$ cat src/rmc_pkg.sv
// ----------------------------------------------------------------------------
// rmc_pkg
// Shared types and codes for the rotate / mirror / crop coordinate mapper.
// ----------------------------------------------------------------------------
package rmc_pkg;

  // Request payload: one output grid coordinate
  typedef struct packed {
    logic [11:0] dest_x;
    logic [11:0] dest_y;
  } in_t;

  // Result payload
  typedef struct packed {
    logic [11:0] src_x;
    logic [11:0] src_y;
    logic [12:0] result_width;
    logic [12:0] result_height;
    logic [2:0]  status;
  } out_t;

  // Configuration register set
  typedef struct packed {
    logic [4:0]  transform_mode;
    logic [12:0] source_width;
    logic [12:0] source_height;
    logic [11:0] crop_left;
    logic [11:0] crop_top;
    logic [12:0] crop_width;
    logic [12:0] crop_height;
  } cfg_t;

  // Status codes
  localparam logic [2:0] ST_OK        = 3'd0;
  localparam logic [2:0] ST_ZERO_SRC  = 3'd1;
  localparam logic [2:0] ST_ZERO_CROP = 3'd2;
  localparam logic [2:0] ST_CROP_OOB  = 3'd3;
  localparam logic [2:0] ST_COORD_OOR = 3'd4;

  // Register indexes
  localparam logic [2:0] REG_MODE     = 3'd0;
  localparam logic [2:0] REG_SRC_W    = 3'd1;
  localparam logic [2:0] REG_SRC_H    = 3'd2;
  localparam logic [2:0] REG_CROP_L   = 3'd3;
  localparam logic [2:0] REG_CROP_T   = 3'd4;
  localparam logic [2:0] REG_CROP_W   = 3'd5;
  localparam logic [2:0] REG_CROP_H   = 3'd6;

  // Quarter-turn codes in transform_mode[1:0]
  localparam logic [1:0] ROT_0   = 2'd0;
  localparam logic [1:0] ROT_90  = 2'd1;
  localparam logic [1:0] ROT_180 = 2'd2;
  localparam logic [1:0] ROT_270 = 2'd3;

  // Mode bit positions
  localparam int MODE_MIR_X = 2;
  localparam int MODE_MIR_Y = 3;
  localparam int MODE_CROP  = 4;

endpackage

$ cat src/rmc_pipe.sv
// ----------------------------------------------------------------------------
// rmc_pipe
// Three-stage coordinate mapping pipeline: config check and crop offset,
// range check and mirror, rotation and output register.
// ----------------------------------------------------------------------------
module rmc_pipe #(
  parameter int MAX_DIM = 4096
) (
  input  logic          clk,
  input  logic          rst_n,
  input  rmc_pkg::cfg_t cfg,
  input  logic          in_valid,
  output logic          in_stall,
  input  rmc_pkg::in_t  in_data,
  output logic          out_valid,
  input  logic          out_stall,
  output rmc_pkg::out_t out_data
);
  import rmc_pkg::*;

  localparam logic [16:0] MaxDimW = 17'(MAX_DIM);

  typedef struct packed {
    logic [11:0] dx;
    logic [11:0] dy;
    logic [12:0] xr;
    logic [12:0] yr;
    logic [12:0] out_w;
    logic [12:0] out_h;
    logic [2:0]  status;
  } s1_t;

  typedef struct packed {
    logic [12:0] xm;
    logic [12:0] ym;
    logic [12:0] out_w;
    logic [12:0] out_h;
    logic [2:0]  status;
  } s2_t;

  s1_t  s1_r, s1_nxt;
  s2_t  s2_r, s2_nxt;
  out_t s3_r, s3_nxt;
  logic v1_r, v2_r, v3_r;
  logic en1, en2, en3;

  // Config decode shared by all stages (static while requests are in flight)
  logic        swap, crop, mir_x, mir_y;
  logic [12:0] w_rot, h_rot;
  assign swap  = cfg.transform_mode[0];
  assign mir_x = cfg.transform_mode[MODE_MIR_X];
  assign mir_y = cfg.transform_mode[MODE_MIR_Y];
  assign crop  = cfg.transform_mode[MODE_CROP];
  assign w_rot = swap ? cfg.source_height : cfg.source_width;
  assign h_rot = swap ? cfg.source_width  : cfg.source_height;

  // Stage enables: a stage moves when it is empty or the next one moves
  assign en3      = !v3_r || !out_stall;
  assign en2      = !v2_r || en3;
  assign en1      = !v1_r || en2;
  assign in_stall = !en1;

  // Stage 1: config checks, output size, crop offset
  logic src_bad, crop_zero, crop_oob;
  always_comb begin
    src_bad   = (cfg.source_width == '0) || (cfg.source_height == '0) ||
                ({4'b0, cfg.source_width} > MaxDimW) ||
                ({4'b0, cfg.source_height} > MaxDimW);
    crop_zero = (cfg.crop_width == '0) || (cfg.crop_height == '0);
    crop_oob  = (14'(cfg.crop_left) + 14'(cfg.crop_width) > 14'(w_rot)) ||
                (14'(cfg.crop_top) + 14'(cfg.crop_height) > 14'(h_rot));

    s1_nxt.dx = in_data.dest_x;
    s1_nxt.dy = in_data.dest_y;
    if (crop) begin
      s1_nxt.xr    = 13'(in_data.dest_x) + 13'(cfg.crop_left);
      s1_nxt.yr    = 13'(in_data.dest_y) + 13'(cfg.crop_top);
      s1_nxt.out_w = cfg.crop_width;
      s1_nxt.out_h = cfg.crop_height;
    end else begin
      s1_nxt.xr    = 13'(in_data.dest_x);
      s1_nxt.yr    = 13'(in_data.dest_y);
      s1_nxt.out_w = w_rot;
      s1_nxt.out_h = h_rot;
    end

    priority if (src_bad) begin
      s1_nxt.status = ST_ZERO_SRC;
    end else if (crop && crop_zero) begin
      s1_nxt.status = ST_ZERO_CROP;
    end else if (crop && crop_oob) begin
      s1_nxt.status = ST_CROP_OOB;
    end else begin
      s1_nxt.status = ST_OK;
    end
  end

  // Stage 2: coordinate range check, mirrors in rotated space
  logic coord_oor;
  always_comb begin
    coord_oor = ({1'b0, s1_r.dx} >= s1_r.out_w) || ({1'b0, s1_r.dy} >= s1_r.out_h);
    s2_nxt.out_w = s1_r.out_w;
    s2_nxt.out_h = s1_r.out_h;
    s2_nxt.xm    = mir_x ? (w_rot - 13'd1 - s1_r.xr) : s1_r.xr;
    s2_nxt.ym    = mir_y ? (h_rot - 13'd1 - s1_r.yr) : s1_r.yr;
    if (s1_r.status != ST_OK) begin
      s2_nxt.status = s1_r.status;
    end else if (coord_oor) begin
      s2_nxt.status = ST_COORD_OOR;
    end else begin
      s2_nxt.status = ST_OK;
    end
  end

  // Stage 3: undo the rotation, zero source on error, size on config error
  logic [12:0] sx, sy;
  always_comb begin
    unique case (cfg.transform_mode[1:0])
      ROT_0: begin
        sx = s2_r.xm;
        sy = s2_r.ym;
      end
      ROT_90: begin
        sx = s2_r.ym;
        sy = cfg.source_height - 13'd1 - s2_r.xm;
      end
      ROT_180: begin
        sx = cfg.source_width - 13'd1 - s2_r.xm;
        sy = cfg.source_height - 13'd1 - s2_r.ym;
      end
      ROT_270: begin
        sx = cfg.source_width - 13'd1 - s2_r.ym;
        sy = s2_r.xm;
      end
      default: begin
        sx = '0;
        sy = '0;
      end
    endcase

    s3_nxt.status = s2_r.status;
    if (s2_r.status == ST_OK) begin
      s3_nxt.src_x = sx[11:0];
      s3_nxt.src_y = sy[11:0];
    end else begin
      s3_nxt.src_x = '0;
      s3_nxt.src_y = '0;
    end
    if ((s2_r.status == ST_OK) || (s2_r.status == ST_COORD_OOR)) begin
      s3_nxt.result_width  = s2_r.out_w;
      s3_nxt.result_height = s2_r.out_h;
    end else begin
      s3_nxt.result_width  = '0;
      s3_nxt.result_height = '0;
    end
  end

  // Valid bits
  always_ff @(posedge clk) begin
    if (!rst_n) begin
      v1_r <= 1'b0;
      v2_r <= 1'b0;
      v3_r <= 1'b0;
    end else begin
      if (en1) v1_r <= in_valid;
      if (en2) v2_r <= v1_r;
      if (en3) v3_r <= v2_r;
    end
  end

  // Payload registers
  always_ff @(posedge clk) begin
    if (en1) s1_r <= s1_nxt;
    if (en2) s2_r <= s2_nxt;
    if (en3) s3_r <= s3_nxt;
  end

  assign out_valid = v3_r;
  assign out_data  = s3_r;

endmodule

$ cat src/rotate_mirror_crop_coord_map.sv
// ----------------------------------------------------------------------------
// rotate_mirror_crop_coord_map
// Maps an output grid coordinate back to its source cell under a
// quarter-turn rotation, optional mirrors and an optional crop.
// ----------------------------------------------------------------------------
// Usage:
//   The in_ channel takes one request (dest_x, dest_y) per cycle when
//   in_valid is high and in_stall is low. Each request gives exactly one
//   result on the out_ channel: source coordinate, transformed grid size and
//   a status code, taken when out_valid is high and out_stall is low.
//   Throughput is one request per cycle while out_stall stays low, set by
//   the three register stages (config check and crop offset, range check
//   and mirror, rotation and output register).
//   When the receiver stalls, stages fill up behind the output register and
//   in_stall rises only once every stage holds a request; nothing is lost.
//   The APB-style cfg_ port holds seven registers at byte addresses 4*i;
//   write them only while no request is in flight. Synchronous reset drops
//   all requests in flight and loads the register reset values (mode 0,
//   sizes 1, crop origin 0). There is no clearing pass.
// ----------------------------------------------------------------------------
module rotate_mirror_crop_coord_map #(
  parameter int MAX_DIM = 4096
) (
  input  logic          clk,
  input  logic          rst_n,
  input  logic          in_valid,
  output logic          in_stall,
  input  rmc_pkg::in_t  in_data,
  output logic          out_valid,
  input  logic          out_stall,
  output rmc_pkg::out_t out_data,
  input  logic          cfg_psel,
  input  logic          cfg_penable,
  input  logic          cfg_pwrite,
  input  logic [4:0]    cfg_paddr,
  input  logic [31:0]   cfg_pwdata,
  output logic [31:0]   cfg_prdata,
  output logic          cfg_pready
);
  import rmc_pkg::*;

  cfg_t       cfg_r, cfg_nxt;
  logic [2:0] reg_idx;
  logic       wr_en;

  assign cfg_pready = 1'b1;
  assign reg_idx    = cfg_paddr[4:2];
  assign wr_en      = cfg_psel && cfg_penable && cfg_pwrite;

  // Register write decode
  always_comb begin
    cfg_nxt = cfg_r;
    if (wr_en) begin
      unique case (reg_idx)
        REG_MODE:   cfg_nxt.transform_mode = cfg_pwdata[4:0];
        REG_SRC_W:  cfg_nxt.source_width   = cfg_pwdata[12:0];
        REG_SRC_H:  cfg_nxt.source_height  = cfg_pwdata[12:0];
        REG_CROP_L: cfg_nxt.crop_left      = cfg_pwdata[11:0];
        REG_CROP_T: cfg_nxt.crop_top       = cfg_pwdata[11:0];
        REG_CROP_W: cfg_nxt.crop_width     = cfg_pwdata[12:0];
        REG_CROP_H: cfg_nxt.crop_height    = cfg_pwdata[12:0];
        default:    cfg_nxt = cfg_r;
      endcase
    end
  end

  always_ff @(posedge clk) begin
    if (!rst_n) begin
      cfg_r.transform_mode <= '0;
      cfg_r.source_width   <= 13'd1;
      cfg_r.source_height  <= 13'd1;
      cfg_r.crop_left      <= '0;
      cfg_r.crop_top       <= '0;
      cfg_r.crop_width     <= 13'd1;
      cfg_r.crop_height    <= 13'd1;
    end else begin
      cfg_r <= cfg_nxt;
    end
  end

  // Register read mux
  always_comb begin
    unique case (reg_idx)
      REG_MODE:   cfg_prdata = 32'(cfg_r.transform_mode);
      REG_SRC_W:  cfg_prdata = 32'(cfg_r.source_width);
      REG_SRC_H:  cfg_prdata = 32'(cfg_r.source_height);
      REG_CROP_L: cfg_prdata = 32'(cfg_r.crop_left);
      REG_CROP_T: cfg_prdata = 32'(cfg_r.crop_top);
      REG_CROP_W: cfg_prdata = 32'(cfg_r.crop_width);
      REG_CROP_H: cfg_prdata = 32'(cfg_r.crop_height);
      default:    cfg_prdata = '0;
    endcase
  end

  rmc_pipe #(
    .MAX_DIM (MAX_DIM)
  ) u_pipe (
    .clk       (clk),
    .rst_n     (rst_n),
    .cfg       (cfg_r),
    .in_valid  (in_valid),
    .in_stall  (in_stall),
    .in_data   (in_data),
    .out_valid (out_valid),
    .out_stall (out_stall),
    .out_data  (out_data)
  );

endmodule

$ cat config.mk
export PLATFORM = sky130hd
export DESIGN_NAME = rotate_mirror_crop_coord_map
export DESIGN_NICKNAME = d
export VERILOG_FILES = /design/src/rmc_pkg.sv /design/src/rmc_pipe.sv /design/src/rotate_mirror_crop_coord_map.sv
export SDC_FILE = /design/constraint.sdc
export NUM_CORES = 1
export LEC_CHECK = 0
export BUFFER_PORTS_ARGS = -buffer_cell sky130_fd_sc_hd__buf_4
export CAP_MARGIN = 20
export CORE_UTILIZATION = 43
export CTS_BUF_LIST = sky130_fd_sc_hd__clkbuf_8 sky130_fd_sc_hd__clkbuf_16
export DETAILED_ROUTE_END_ITERATION = 16
export PLACE_DENSITY = 0.63
export SLEW_MARGIN = 30
export SYNTH_ARGS = -nofsm -noshare
export SYNTH_HDL_FRONTEND = slang
export SYNTH_SLANG_ARGS = --single-unit
$ cat constraint.sdc
create_clock -name clk -period 5 [get_ports clk]
set_clock_uncertainty 0.05 [all_clocks]
set_input_delay 1.25 -clock clk [delete_from_list [all_inputs] [get_ports clk]]
set_output_delay 1.25 -clock clk [all_outputs]
set_load 0.02 [all_outputs]
# Word-level counts from Yosys, hierarchy flattened
# Index checks and enable logic that the tools add are counted.
[totals] register_bits=267 output_inout_bits=88 word_cells=105
[op_classes] reduce_logical=35 n_eq_ne=10 muxes=12 order_cmp=6 addsub=14
[op_table] cell="one-hot mux 12 bit (4 select lines)" count=2
[op_table] cell="one-hot mux 13 bit (7 select lines)" count=1
[op_table] cell="subtractor 12 bit" count=6
[op_table] cell="zero test 13 bit" count=4
[op_table] cell="2-to-1 mux 51 bit" count=1
[op_table] cell="subtractor 12 x 1 -> 12 bit, second input constant" count=4
[op_table] cell="adder 12 x 13 -> 14 bit" count=2
[op_table] cell="> comparator 14 x 13 -> 1 bit" count=2
[op_table] cell="adder 12 x 12 -> 13 bit" count=2
[op_table] cell="greater-or-equal comparator 12 x 13 -> 1 bit" count=2
[op_table] cell="> comparator 13 bit, second input constant" count=2
[op_table] cell="2-to-1 mux 13 bit" count=2
[op_table] cell="2-to-1 mux 12 bit" count=2
[op_table] cell="AND reduction 2 bit" count=7
[op_table] cell="== test 3 bit, second input constant" count=4
[op_table] cell="logical OR 1 bit" count=10
[op_table] cell="== test 3 x 2 -> 1 bit, second input constant" count=2
[op_table] cell="zero test 3 bit" count=2
[op_table] cell="2-to-1 mux 3 bit" count=2
[op_table] cell="zero test 1 bit" count=5
[op_table] cell="== test 2 bit, second input constant" count=2
[op_table] cell="logical AND 1 bit" count=4
[op_table] cell="2-to-1 mux 2 bit" count=2
[op_table] cell="== test 3 x 1 -> 1 bit, second input constant" count=1
[op_table] cell="4 further kinds" count=4

# Depth between registers and ports, before layout
# Gate-level depths: netlist (run 1).
[depth] depth_word=6 mapped_depth=16 depth_no_buf=16

# Modules after synthesis
# A second synthesis (run 1) with hierarchy kept.
[hier_totals] cells_unflattened=1663 area_unflattened_um2=17141.4
[modules_own_cells] mod="rmc_pipe" n_inst=1 cells_per_inst=1267 area_each_um2=13350.3 seq_area_each_um2=5525.3
[modules_own_cells] mod="rotate_mirror_crop_coord_map" n_inst=1 cells_per_inst=396 area_each_um2=3791.1 seq_area_each_um2=1621.6

# Worst setup path before layout (run 1)
# No wires, ideal clock.
[synth_path] kind="in2out" startpoint="input out_stall" endpoint="output in_stall" path_stages=3 arrival_ps=3548 path_slack_ps=152 n_path_buf=0 cell_sequence="and3_1 > nand2_1 > inv_1"
[synth_via] elab_chain_cells=5
[synth_rtl] element="start: declaration" line_no="rotate_mirror_crop_coord_map.sv:30" text="input logic out_stall,"
[synth_rtl] element="zero test 1 bit" line_no="rmc_pipe.sv:58" text="assign en3 = !v3_r || !out_stall;"
[synth_rtl] element="logical OR 1 bit" line_no="rmc_pipe.sv:58"
[synth_rtl] element="logical OR 1 bit" line_no="rmc_pipe.sv:59" text="assign en2 = !v2_r || en3;"
[synth_rtl] element="logical OR 1 bit" line_no="rmc_pipe.sv:60" text="assign en1 = !v1_r || en2;"
[synth_rtl] element="zero test 1 bit" line_no="rmc_pipe.sv:61" text="assign in_stall = !en1;"
[synth_rtl] element="end: declaration" line_no="rotate_mirror_crop_coord_map.sv:27" text="output logic in_stall,"
# No other way between the ends.

# Final worst setup path (run 1)
[layout_path] startpoint="register cfg_r[38] in the netlist's numbering" endpoint="register u_pipe.s1_r[1] in the netlist's numbering, data pin"
[layout_via] elab_chain_cells=6
[layout_rtl] element="start: declaration" line_no="rotate_mirror_crop_coord_map.sv:42" text="cfg_t cfg_r, cfg_nxt;"
[layout_rtl] element="start signal: assignment" line_no="rotate_mirror_crop_coord_map.sv:77" text="cfg_r <= cfg_nxt;"
[layout_rtl] element="adder 12 x 13 -> 14 bit" line_no="rmc_pipe.sv:70" text="crop_oob = (14'(cfg.crop_left) + 14'(cfg.crop_width) > 14'(w_rot)) ||"
[layout_rtl] element="> comparator 14 x 13 -> 1 bit" line_no="rmc_pipe.sv:70"
[layout_rtl] element="logical OR 1 bit" line_no="rmc_pipe.sv:70"
[layout_rtl] element="logical AND 1 bit" line_no="rmc_pipe.sv:91" text="end else if (crop && crop_oob) begin"
[layout_rtl] element="2-to-1 mux 2 bit" line_no="rmc_pipe.sv:91"
[layout_rtl] element="2-to-1 mux 2 bit" line_no="rmc_pipe.sv:89" text="end else if (crop && crop_zero) begin"
[layout_rtl] element="end signal: assignment" line_no="rmc_pipe.sv:173" text="if (en1) s1_r <= s1_nxt;"
[layout_rtl] element="end: declaration" line_no="rmc_pipe.sv:41" text="s1_t s1_r, s1_nxt;"
# No other way between the ends.
# A chain may end at the register's enable or synchronous reset.

==> results of run 1 <==
[placed cells by master, fill, tap and decap left out, types with 12 or more instances in the layout]
cell type,Yosys,layout
xnor2_1,46,46
nor3_1,25,24
xor2_1,31,31
nand3_1,25,25
o31ai_1,12,12
buf_4,20,131
a21boi_0,50,50
conb_1,2,20
nor2_1,102,102
edfxtp_1,182,182
a22oi_1,12,12
o21a_1,30,30
a21oi_1,88,88
mux2_2,68,68
o21ai_0,93,93
clkbuf_16,0,31
a211oi_1,22,22
o211ai_1,14,14
a221oi_1,16,16
a21o_1,24,24
nor2b_1,49,49
mux2i_1,75,75
nand4_1,15,15
nand2_1,168,166
inv_1,108,111
ha_1,147,147
and2_1,27,27
dfxtp_1,84,84
[power by group through the flow]
stage               logic [W]  registers (W)  clock network (W)
floorplan            0.000322        0.00253                  0
global placement     0.000520        0.00251                  0
detailed placement   0.000529        0.00252                  0
CTS                  0.000532        0.00247            0.00244
global route         0.000585        0.00247            0.00252
finish               0.000538        0.00247            0.00242
[worst min path at each step]
stage / cells after the start / startpoint / to
3_5_place_dp: 0 / u_pipe.s1_r[19] / u_pipe.s2_r[19]
6_report: 0 / u_pipe.s1_r[19] / u_pipe.s2_r[19]
3_3_place_gp: 0 / u_pipe.s1_r[22] / u_pipe.s2_r[22]
5_1_grt: 0 / u_pipe.s1_r[7] / u_pipe.s2_r[7]
2_1_floorplan: 0 / u_pipe.s1_r[10] / u_pipe.s2_r[10]
4_1_cts: 0 / u_pipe.s1_r[19] / u_pipe.s2_r[19]
[synthesized netlist by cell type (5+ instances only)]
cell type and n:
a22oi_1 12, nand4_1 15, a221oi_1 16, a21o_1 24
nor2_1 102, fa_1 8, nor3_1 25, nor2b_1 49
buf_4 20, ha_1 147, nor4_1 11, o31ai_1 12
a211oi_1 22, or3_1 11, edfxtp_1 182, a21boi_0 50
mux2i_1 75, a21boi_1 5, clkbuf_1 55, nand2b_1 11
o211ai_1 14, xor2_1 31, inv_1 108, and2_1 27
and3_1 6, o21a_1 30, nand2_1 168, nand3_1 25
mux2_2 68, buf_1 9, o21bai_1 9, xnor2_1 46
a221o_1 5, o21ai_0 93, a21oi_1 88, dfxtp_1 84
a31oi_1 10
[per-layer routing]
metal,vias to the layer above,GRT usage (%),share of wire [%]
met5,-,0,0
met4,0,8.43,3.4
met3,97,4.21,7.9
met2,545,37.0,44
met1,6467,33.8,45
li1,6468,-,-
[logic make-up (layout without fill, tap and decap cells)]
group,after synthesis,after routing,share of synthesized area (%)
and+or+nand+nor,464,464,12.8
AOI/OAI and AO/OA,428,428,16.4
DFF,266,266,41.3
buffers and inverters,200,301,4.89
adders and majority gates,155,155,11.6
muxes,145,145,9.05
xor gates and xnor gates,77,77,3.90
other,2,21,0.0434
[critical path: cells and delay by family (launching register included)]
| family | cells | cell delay [ns] |
|---|---|---|
| compound gates | 9 | 2.60 |
| xor+xnor | 1 | 0.13 |
| fa+ha+maj | 3 | 0.93 |
| flops | 1 | 0.34 |
| simple gates | 2 | 0.25 |
[stage by stage]
stage	hold slack, ns	total power [W]
floorplan	0.376	0.00285
global placement	0.387	0.00303
detailed placement	0.385	0.00305
CTS	0.399	0.00544
global route	0.413	0.00558
finish	0.399	0.00542
[layout make-up]
cell class | instances | area [um^2]
tap | 525 | 657
timing repair buffer | 133 | 1010
clock inverter | 27 | 300
inverter | 110 | 414
sequential | 266 | 7150
multi-input combinational | 1289 | 9400
antenna | 1 | 2.50
fill | 3659 | 20000
clock buffer | 31 | 776
[state kept, by name (all words and copies together), names as in the netlist]
register and cells:
cfg_r 81, u_pipe.out_data 53, u_pipe.out_valid 1, u_pipe.s1_r 76
u_pipe.s2_r 53, u_pipe.v1_r 1, u_pipe.v2_r 1
==> results.md, run 1 <==
* Setup Viol. Count Final at 0
* Die area at 41,000 um^2
* Place WS at 0.561 ns
* Leak at 8.30 nW
* Crit. End Element: flop
* Comb pwr share at 9.9%
* Post-synthesis average cell area at 9.95 um^2
* Finished Core Util at 49.6%
* Worst Setup SP: cfg_r[38]
* Critical path launch point type: flop
* Die Ht at 203 um
* Tcrit/Tclk final at 91.2%
* Internal at 0.00408 W
* Sw frac at 24.7%
* Post-Route WL at 50.0 mm
* Hold Crit Class: reg -> reg
* CP max FO at 4
* Syn-to-layout area delta at 14.0%
* Port Buffer Count at 114
* Post-synthesis async set-or-reset flop share at 0%
* Initial core utilization at 43.5%
* Initial antenna violation count at 2
* RSZ-0062 raised after global routing: false
* Final Hold Viols at 0
* Placed cell count at 2,322
* # IOs at 156
* PD cells at 275 nW/um^2
* CTS sink count at 266
* Critical path's slowest cell: a211oi_1
* Maximum clock rate at 219 MHz
* Grt ovf at 0
* Seq pwr share at 45.5%
* Core Area at 39,700 um^2
* Synthesis Warnings at 0
* CP Capture Point: u_pipe.s1_r[1]
* Arr. time, crit path at 4.85 ns
* Maxcap violations at 0
* Clock share of power at 44.5%
* TritonCTS clock tree: done
* Detailed placement HPWL at 38.0 mm
* Worst r2r src: cfg_r[38]
* Minimum clock period after layout at 4.56 ns
* Clock Tree Buf Depth at 3
* Final worst setup slack at 0.439 ns
* Clk slew on worst S/H paths at 0.06 ns
* Routed vias at 13,600
* Largest net degree at the start of global routing at 85
* Slew Limit Fails at 0
* Main synth FF type: edfxtp_1
* Routed wire length per instance at 21.0 um
* Layout cells sized above 1 at 14.5%
* Rel. slew slack at 26.4%
* Slew @ Worst Pin at 1.09 ns
* Skew-Pair Late Insertion Delay at 0.60 ns
* CP Cell Sequence: ha_1 > fa_1 > a211oi_1 > o211ai_1 > a41o_1 > o21a_1 > o21a_1 > nor2_1 > xnor2_1 > ha_1 > nor2b_1 > a2111oi_0 > a211o_1 > o311ai_0 > o311a_1
* Sequential area share after synthesis at 41.3%
* Crit Path Category: reg -> reg
* H-tree Lvls at 1
* Post-CTS Setup Inserts at 0
* Initial DRC count at 1,290
* Final Wtd Congestion at 0.880
* Setup tns final at 0 ns
* #FFs+latches synth at 266
* First-pass GRT wire length at 75.3 mm
* Final Cell Area at 19,700 um^2
* DR vias/cell at 5.70
* Top post-synthesis cells by area: edfxtp_1 (32%), ha_1 (11%), dfxtp_1 (9.7%)
* Cells after synthesis at 1,737
* Vias in the first global route at 12,700
* GRT Total Usage at 24.0%
* Post-synth top area cell: edfxtp_1
* Cell count of the worst reg-to-reg path at 15
* Drt pass-1 iters at 9
* Post-CTS sizing at 0
* Worst stage delay on the critical path at 0.57 ns
* Number of synthesized flops with an enable pin at 182
* DRC viols at 0
* Site Rows at 73
* Status: finished, final reports clean
* Count of nets left with antenna violations after detail routing at 0
* R2r setup slk at 0.44 ns
* WP data required at 5.29 ns
* Post-route insts no fill at 2,382
* CTS Root Buffer Type: clkbuf_16
* Dpl cell area at 18,600 um^2
* Worst r2r dst: u_pipe.s1_r[1]
* P_sw at 0.00134 W
* Synth top area share at 31.6%
* Hold-fix buffers at CTS at 0
* Total CTS buffers at 31
* Horiz. Die Dim at 203 um
* Distinct cell type count of the synthesized netlist at 77
* Peak VDD IR at 0.230 mV
* Mapped cell area at 17,300 um^2
* Nets@finish at 2,054
Power figures use the tool's default switching activity.
==> run 2: changes to the inputs <==
--- a/config.mk
+++ b/config.mk
@@ -10,8 +10,9 @@
 export CORE_UTILIZATION = 43
 export CTS_BUF_LIST = sky130_fd_sc_hd__clkbuf_8 sky130_fd_sc_hd__clkbuf_16
 export DETAILED_ROUTE_END_ITERATION = 16
-export PLACE_DENSITY = 0.63
+export PLACE_DENSITY = 0.58
 export SLEW_MARGIN = 30
 export SYNTH_ARGS = -nofsm -noshare
 export SYNTH_HDL_FRONTEND = slang
+export SYNTH_HIERARCHICAL = 1
 export SYNTH_SLANG_ARGS = --single-unit
==> results.md, run 2 <==
* Internal at 0.00403 W
* Largest Register: cfg_r
* Routed wl met3 at 3.25 mm
* Synth top cells by count: edfxtp_1 (182), nand2_1 (154), ha_1 (148)
* WP data required at 3.70 ns
* Setup Viol. Count Final at 0
* Sequential area share after synthesis at 41.7%
* Ant. Diodes at 0
* Post-synthesis async set-or-reset flop share at 0%
* Horiz. Die Dim at 202 um
* Clock Tree Buf Depth at 3
* Commonest non-fill, non-tap cells in the layout: edfxtp_1 (182), nand2_1 (152), ha_1 (148)
* Seq pwr share at 46.2%
* Mapped cell area at 17,100 um^2
* Final Hold Viols at 0
* Finished Core Util at 50.1%
* Setup tns final at 0 ns
* Clk slew on worst S/H paths at 0.06 ns
* Routed wire length per instance at 21.6 um
* Synth top area share at 31.9%
* Largest net degree at the start of global routing at 50
* Crit. End Element: output pin
* Post-synthesis average cell area at 10.3 um^2
* Post-CTS Setup Inserts at 0
* Detailed placement HPWL at 37.9 mm
* Number of synthesized flops with an enable pin at 182
* Synthesis Warnings at 6
* Die Ht at 202 um
* Total CTS buffers at 30
* Critical path launch point type: input port
* Sw frac at 24.6%
* Syn-to-layout area delta at 14.0%
* Maximum clock rate at 234 MHz
* Initial DRC count at 1,047
* First-pass GRT wire length at 74.8 mm
* Post-CTS sizing at 0
* Distinct cell type count of the synthesized netlist at 72
* Count of nets left with antenna violations after detail routing at 0
* P_sw at 0.00132 W
* PD cells at 274 nW/um^2
* Hold-fix buffers at CTS at 0
* Final Wtd Congestion at 0.899
* Met1 wire length at 23.4 mm
* Worst r2r dst: u_pipe/s1_r[1]
* TritonCTS clock tree: done
* Post-Route WL at 49.8 mm
* DRC viols at 0
* Hold Crit Class: reg -> reg
* Slew Limit Fails at 0
* H-tree Lvls at 1
* Core Area at 39,000 um^2
* Maxcap violations at 0
* Hold path startpoint: u_pipe/s1_r[9]
* Port Buffer Count at 114
* Peak VDD IR at 0.217 mV
* Routed vias at 13,000
* Drt pass-1 iters at 5
* Crit Path Category: in -> out
* Overall power at 0.00535 W
* Most common cell after layout, fill and taps aside: edfxtp_1
* Clock share of power at 43.8%
* Initial antenna violation count at 1
* Minimum clock period after layout at 4.28 ns
* CP max FO at 25
* R2r setup slk at 0.77 ns
* Tcrit/Tclk final at 85.5%
* Top Registers: cfg_r x81, u_pipe/s1_r x76
* Most common cell in the netlist: edfxtp_1
* Hold Path Cell Cnt at 0
* Cells after synthesis at 1,663
* Layout cells sized above 1 at 15.5%
* CTS sink count at 266
* Cell count of the worst reg-to-reg path at 16
* Arr. time, crit path at 2.98 ns
* Skew-Pair Late Insertion Delay at 0.57 ns
* Vias in the first global route at 12,400
* Top post-synthesis cells by area: edfxtp_1 (32%), ha_1 (11%), dfxtp_1 (9.8%)
* Status: finished, final reports clean
* Worst r2r src: cfg_r[13]
* Post-synth top area cell: edfxtp_1
* Number of flip-flops in the largest register at 81
* # IOs at 156
* Nets@finish at 1,989
* WHS Endpoint: u_pipe/s2_r[9]
* Comb pwr share at 10.0%
* Rel. slew slack at 36.7%
* CTS Root Buffer Type: clkbuf_16
* Leak at 8.26 nW
* RSZ-0062 raised after global routing: false
* #FFs+latches synth at 266
* Grt ovf at 0
* DR vias/cell at 5.62
* Main synth FF type: edfxtp_1
* Metal2 WL at 21.8 mm
* Slew @ Worst Pin at 0.949 ns
* Die area at 40,700 um^2
* Site Rows at 72
* Highest routed layer: met4
* Initial core utilization at 43.9%
* GRT Total Usage at 24.2%
run 2: kinds of logic after synthesis:
| kind of cell | Yosys count | synth area share (%) |
|---|---|---|
| other | 2 | 0.0438 |
| AOI/OAI and AO/OA | 348 | 13.3 |
| muxes | 196 | 12.0 |
| xor gates and xnor gates | 91 | 4.65 |
| buffers and inverters | 195 | 4.93 |
| DFF | 266 | 41.7 |
| adders and majority gates | 156 | 11.7 |
| and+or+nand+nor | 409 | 11.6 |
run 2: layout make-up:
type                            count  area [um^2]
Fill cell                        3541        19500
Multi-Input combinational cell   1220         9230
Sequential cell                   266         7150
Timing Repair Buffer              135         1030
Clock buffer                       31          776
Tap cell                          518          648
Inverter                          112          420
Clock inverter                     25          287
run 2: how the worst max path moves through the flow:
| stage | start | end | slack, ns | cells past startpoint |
|---|---|---|---|---|
| after global routing | cfg_r[13] | u_pipe/s1_r[1] | 0.55 | 16 |
| final | cfg_paddr[2] | cfg_prdata[10] | 0.72 | 5 |
| after CTS | cfg_paddr[2] | cfg_prdata[10] | 0.78 | 5 |
| after floorplan | out_stall | in_stall | 0.19 | 3 |
| after detailed placement | cfg_paddr[2] | cfg_prdata[10] | 0.81 | 5 |
| after global placement | cfg_paddr[2] | cfg_prdata[10] | 0.82 | 5 |
run 2: power groups by stage:
stage / combinational, W / clock [W] / sequential, W
floorplan: 0.000330 / 0 / 0.00253
global placement: 0.000526 / 0 / 0.00252
detailed placement: 0.000533 / 0 / 0.00252
CTS: 0.000536 / 0.00239 / 0.00247
global route: 0.000587 / 0.00248 / 0.00248
finish: 0.000537 / 0.00234 / 0.00247
run 2: worst max-delay path, cell delays in order:
cell      delay (ns)
buf_4           0.28
nor2b_1         0.74
a221oi_1        0.17
o21ai_0         0.32
buf_4           0.20
run 2: metrics by stage:
step / setup slack (ns) / instance area [um^2] / hold WS [ns] / instances
2_1_floorplan: 0.187 / 17200 / 0.367 / 1681
3_3_place_gp: 0.825 / 18500 / 0.380 / 2250
3_5_place_dp: 0.810 / 18500 / 0.387 / 2251
4_1_cts: 0.782 / 19500 / 0.398 / 2307
5_1_grt: 0.551 / 19500 / 0.416 / 2307
6_report: 0.725 / 19500 / 0.400 / 2307
run 2: metal layers:
layer	up-vias	global-route usage, %
met3	80	2.80
li1	6249	-
met5	-	0
met1	6181	35.6
met2	457	36.9
met4	0	7.33
==> run 3: changes to the inputs <==
--- a/config.mk
+++ b/config.mk
@@ -7,10 +7,13 @@
 export LEC_CHECK = 0
 export BUFFER_PORTS_ARGS = -buffer_cell sky130_fd_sc_hd__buf_4
 export CAP_MARGIN = 20
+export CORE_MARGIN = 4
 export CORE_UTILIZATION = 43
 export CTS_BUF_LIST = sky130_fd_sc_hd__clkbuf_8 sky130_fd_sc_hd__clkbuf_16
 export DETAILED_ROUTE_END_ITERATION = 16
+export MAX_ROUTING_LAYER = met4
 export PLACE_DENSITY = 0.58
+export RECOVER_POWER = 25
 export SLEW_MARGIN = 30
 export SYNTH_ARGS = -nofsm -noshare
 export SYNTH_HDL_FRONTEND = slang
==> results.md, run 3 (synthesis results as in run 2) <==
* Status: finished, violations left
* Failing checks: max-capacitance violations, max-slew violations
* R2r setup slk at 0.67 ns
* P_sw at 0.00128 W
* Final Cell Area at 19,400 um^2
* Count of nets left with antenna violations after detail routing at 0
* CP Capture Point: u_pipe/s1_r[1]
* Clk slew on worst S/H paths at 0.06 ns
* Vias in the first global route at 12,500
* Worst r2r src: cfg_r[13]
* CP max FO at 5
* Grt ovf at 0
* Minimum clock period after layout at 4.33 ns
* Routed vias at 13,000
* Skew-Pair Late Insertion Delay at 0.58 ns
* Most common cell after layout, fill and taps aside: edfxtp_1
* Leak at 8.17 nW
* TritonCTS clock tree: done
* Crit. End Element: flop
* Initial core utilization at 43.9%
* Post-CTS Setup Inserts at 0
* WP depth at 16
* Internal at 0.00400 W
* # IOs at 156
* Dpl cell area at 18,500 um^2
* CP Buf/Inv Count at 0
* Total CTS buffers at 30
* CP most frequent cell: nor4_1
* Die area at 43,100 um^2
* Seq pwr share at 46.8%
* Largest Register: cfg_r
* Die Ht at 208 um
* Largest net degree at the start of global routing at 71
* Worst Setup SP: cfg_r[13]
* Commonest non-fill, non-tap cells in the layout: edfxtp_1 (182), nand2_1 (154), ha_1 (148)
* Arr. time, crit path at 4.50 ns
* Initial DRC count at 923
* DR vias/cell at 5.63
* Core Area at 39,000 um^2
* Sw frac at 24.2%
* CP top delay family: compound AO/OA/AOI/OAI gates
* WP data required at 5.17 ns
* Syn-to-layout area delta at 13.2%
* Detailed placement HPWL at 38.2 mm
* Maximum clock rate at 231 MHz
* Drt pass-1 iters at 7
* Clock Tree Buf Depth at 3
* RSZ-0062 raised after global routing: false
* Horiz. Die Dim at 208 um
* Setup Viol. Count Final at 0
* Top Registers: cfg_r x81, u_pipe/s1_r x76
* Slew Limit Fails at 64
* Peak VDD IR at 0.220 mV
* Comb pwr share at 10.0%
* Crit Path Category: reg -> reg
* CP Cell Sequence: ha_1 > fa_1 > a211oi_1 > nor2_1 > o41a_1 > o21a_1 > o21a_1 > o41a_1 > xnor2_1 > ha_1 > nand3_1 > nor4_1 > a21oi_1 > o2bb2ai_1 > nor4_1 > nor4_1
* Tcrit/Tclk final at 86.6%
* CTS sink count at 266
* WHS at 0.395 ns
* Worst stage delay on the critical path at 0.43 ns
* Clock share of power at 43.2%
* Initial antenna violation count at 1
* Layout cells sized above 1 at 12.9%
* Post-Route WL at 50.2 mm
* Worst r2r dst: u_pipe/s1_r[1]
* Hold Crit Class: reg -> reg
* Hold Path Cell Cnt at 0
* Slew @ Worst Pin at 2.34 ns
* Site Rows at 72
* H-tree Lvls at 1
* Post-CTS sizing at 0
* Hold-fix buffers at CTS at 0
* Final Hold Viols at 0
* Setup tns final at 0 ns
* Routed wire length per instance at 21.7 um
* Critical path launch point type: flop
* PD cells at 272 nW/um^2
* Rel. slew slack at -55.9%
* GRT Total Usage at 23.0%
* First-pass GRT wire length at 75.9 mm
* Critical path's slowest cell: fa_1
* CTS Root Buffer Type: clkbuf_16
* Maxcap violations at 2
* Final Wtd Congestion at 0.969
* Cell count of the worst reg-to-reg path at 16
* Port Buffer Count at 114
* Number of flip-flops in the largest register at 81
* DRC viols at 0
* Nets@finish at 1,990
run 3: changes by cell type in the layout (fill, tap and decap cells not counted), sizes merged:
| cell | previous run | this run |
|---|---|---|
| buf | 135 | 108 |
| bufinv | 5 | 4 |
| clkbuf | 31 | 63 |
| clkinv | 10 | 9 |
| clkinvlp | 8 | 1 |
| diode | 0 | 1 |
| inv | 114 | 119 |
run 3: final cells by class:
class	count	area, um^2
Antenna cell	1	2.50
Tap cell	518	648
Fill cell	3576	19600
Clock buffer	35	820
Inverter	112	422
Timing Repair Buffer	136	920
Clock inverter	21	218
Multi-Input combinational cell	1220	9220
Sequential cell	266	7150
run 3: power groups by stage:
stage                     registers (W)  logic, W  clock network (W)
final                           0.00247  0.000529            0.00228
after global routing            0.00248  0.000579            0.00244
after CTS                       0.00247  0.000537            0.00234
after detailed placement        0.00252  0.000534                  0
after global placement          0.00252  0.000528                  0
after floorplan                 0.00253  0.000330                  0
run 3: how the worst min path moves through the flow:
stage                          startpoint                 end  slack, ns
after floorplan            u_pipe/s2_r[2]  u_pipe/out_data[2]       0.37
after global placement    u_pipe/s1_r[10]     u_pipe/s2_r[10]       0.39
after detailed placement   u_pipe/s2_r[2]  u_pipe/out_data[2]       0.39
after CTS                  u_pipe/s1_r[8]      u_pipe/s2_r[8]       0.38
after global routing       u_pipe/s1_r[8]      u_pipe/s2_r[8]       0.40
final                      u_pipe/s1_r[8]      u_pipe/s2_r[8]       0.39
run 3: worst register-to-register path, stage by stage (launching register included):
cell	delay, ns
dfxtp_1	0.35
ha_1	0.25
fa_1	0.43
a211oi_1	0.27
nor2_1	0.11
o41a_1	0.36
o21a_1	0.20
o21a_1	0.19
o41a_1	0.34
xnor2_1	0.14
ha_1	0.29
nand3_1	0.10
nor4_1	0.32
a21oi_1	0.07
o2bb2ai_1	0.16
nor4_1	0.26
nor4_1	0.10
run 3: layer usage:
metal  wire length, um  global-route usage [%]  vias up
li1                  -                       -     6245
met1             23900                    33.0     6238
met2             21900                    34.7      432
met3              2900                    2.93       80
met4              1510                    6.21        0
met5                 0                       -        -
run 3: metrics by stage:
step / std cells / setup WS (ns) / power (W) / utilization, %
3_5_place_dp: 2252 / 0.817 / 0.00305 / 47.3
6_report: 2309 / 0.672 / 0.00528 / 49.7
3_3_place_gp: 2252 / 0.863 / 0.00305 / 47.3
2_1_floorplan: 1681 / 0.187 / 0.00286 / -
5_1_grt: 2308 / 0.451 / 0.00549 / 49.7
4_1_cts: 2308 / 0.826 / 0.00535 / 50.0
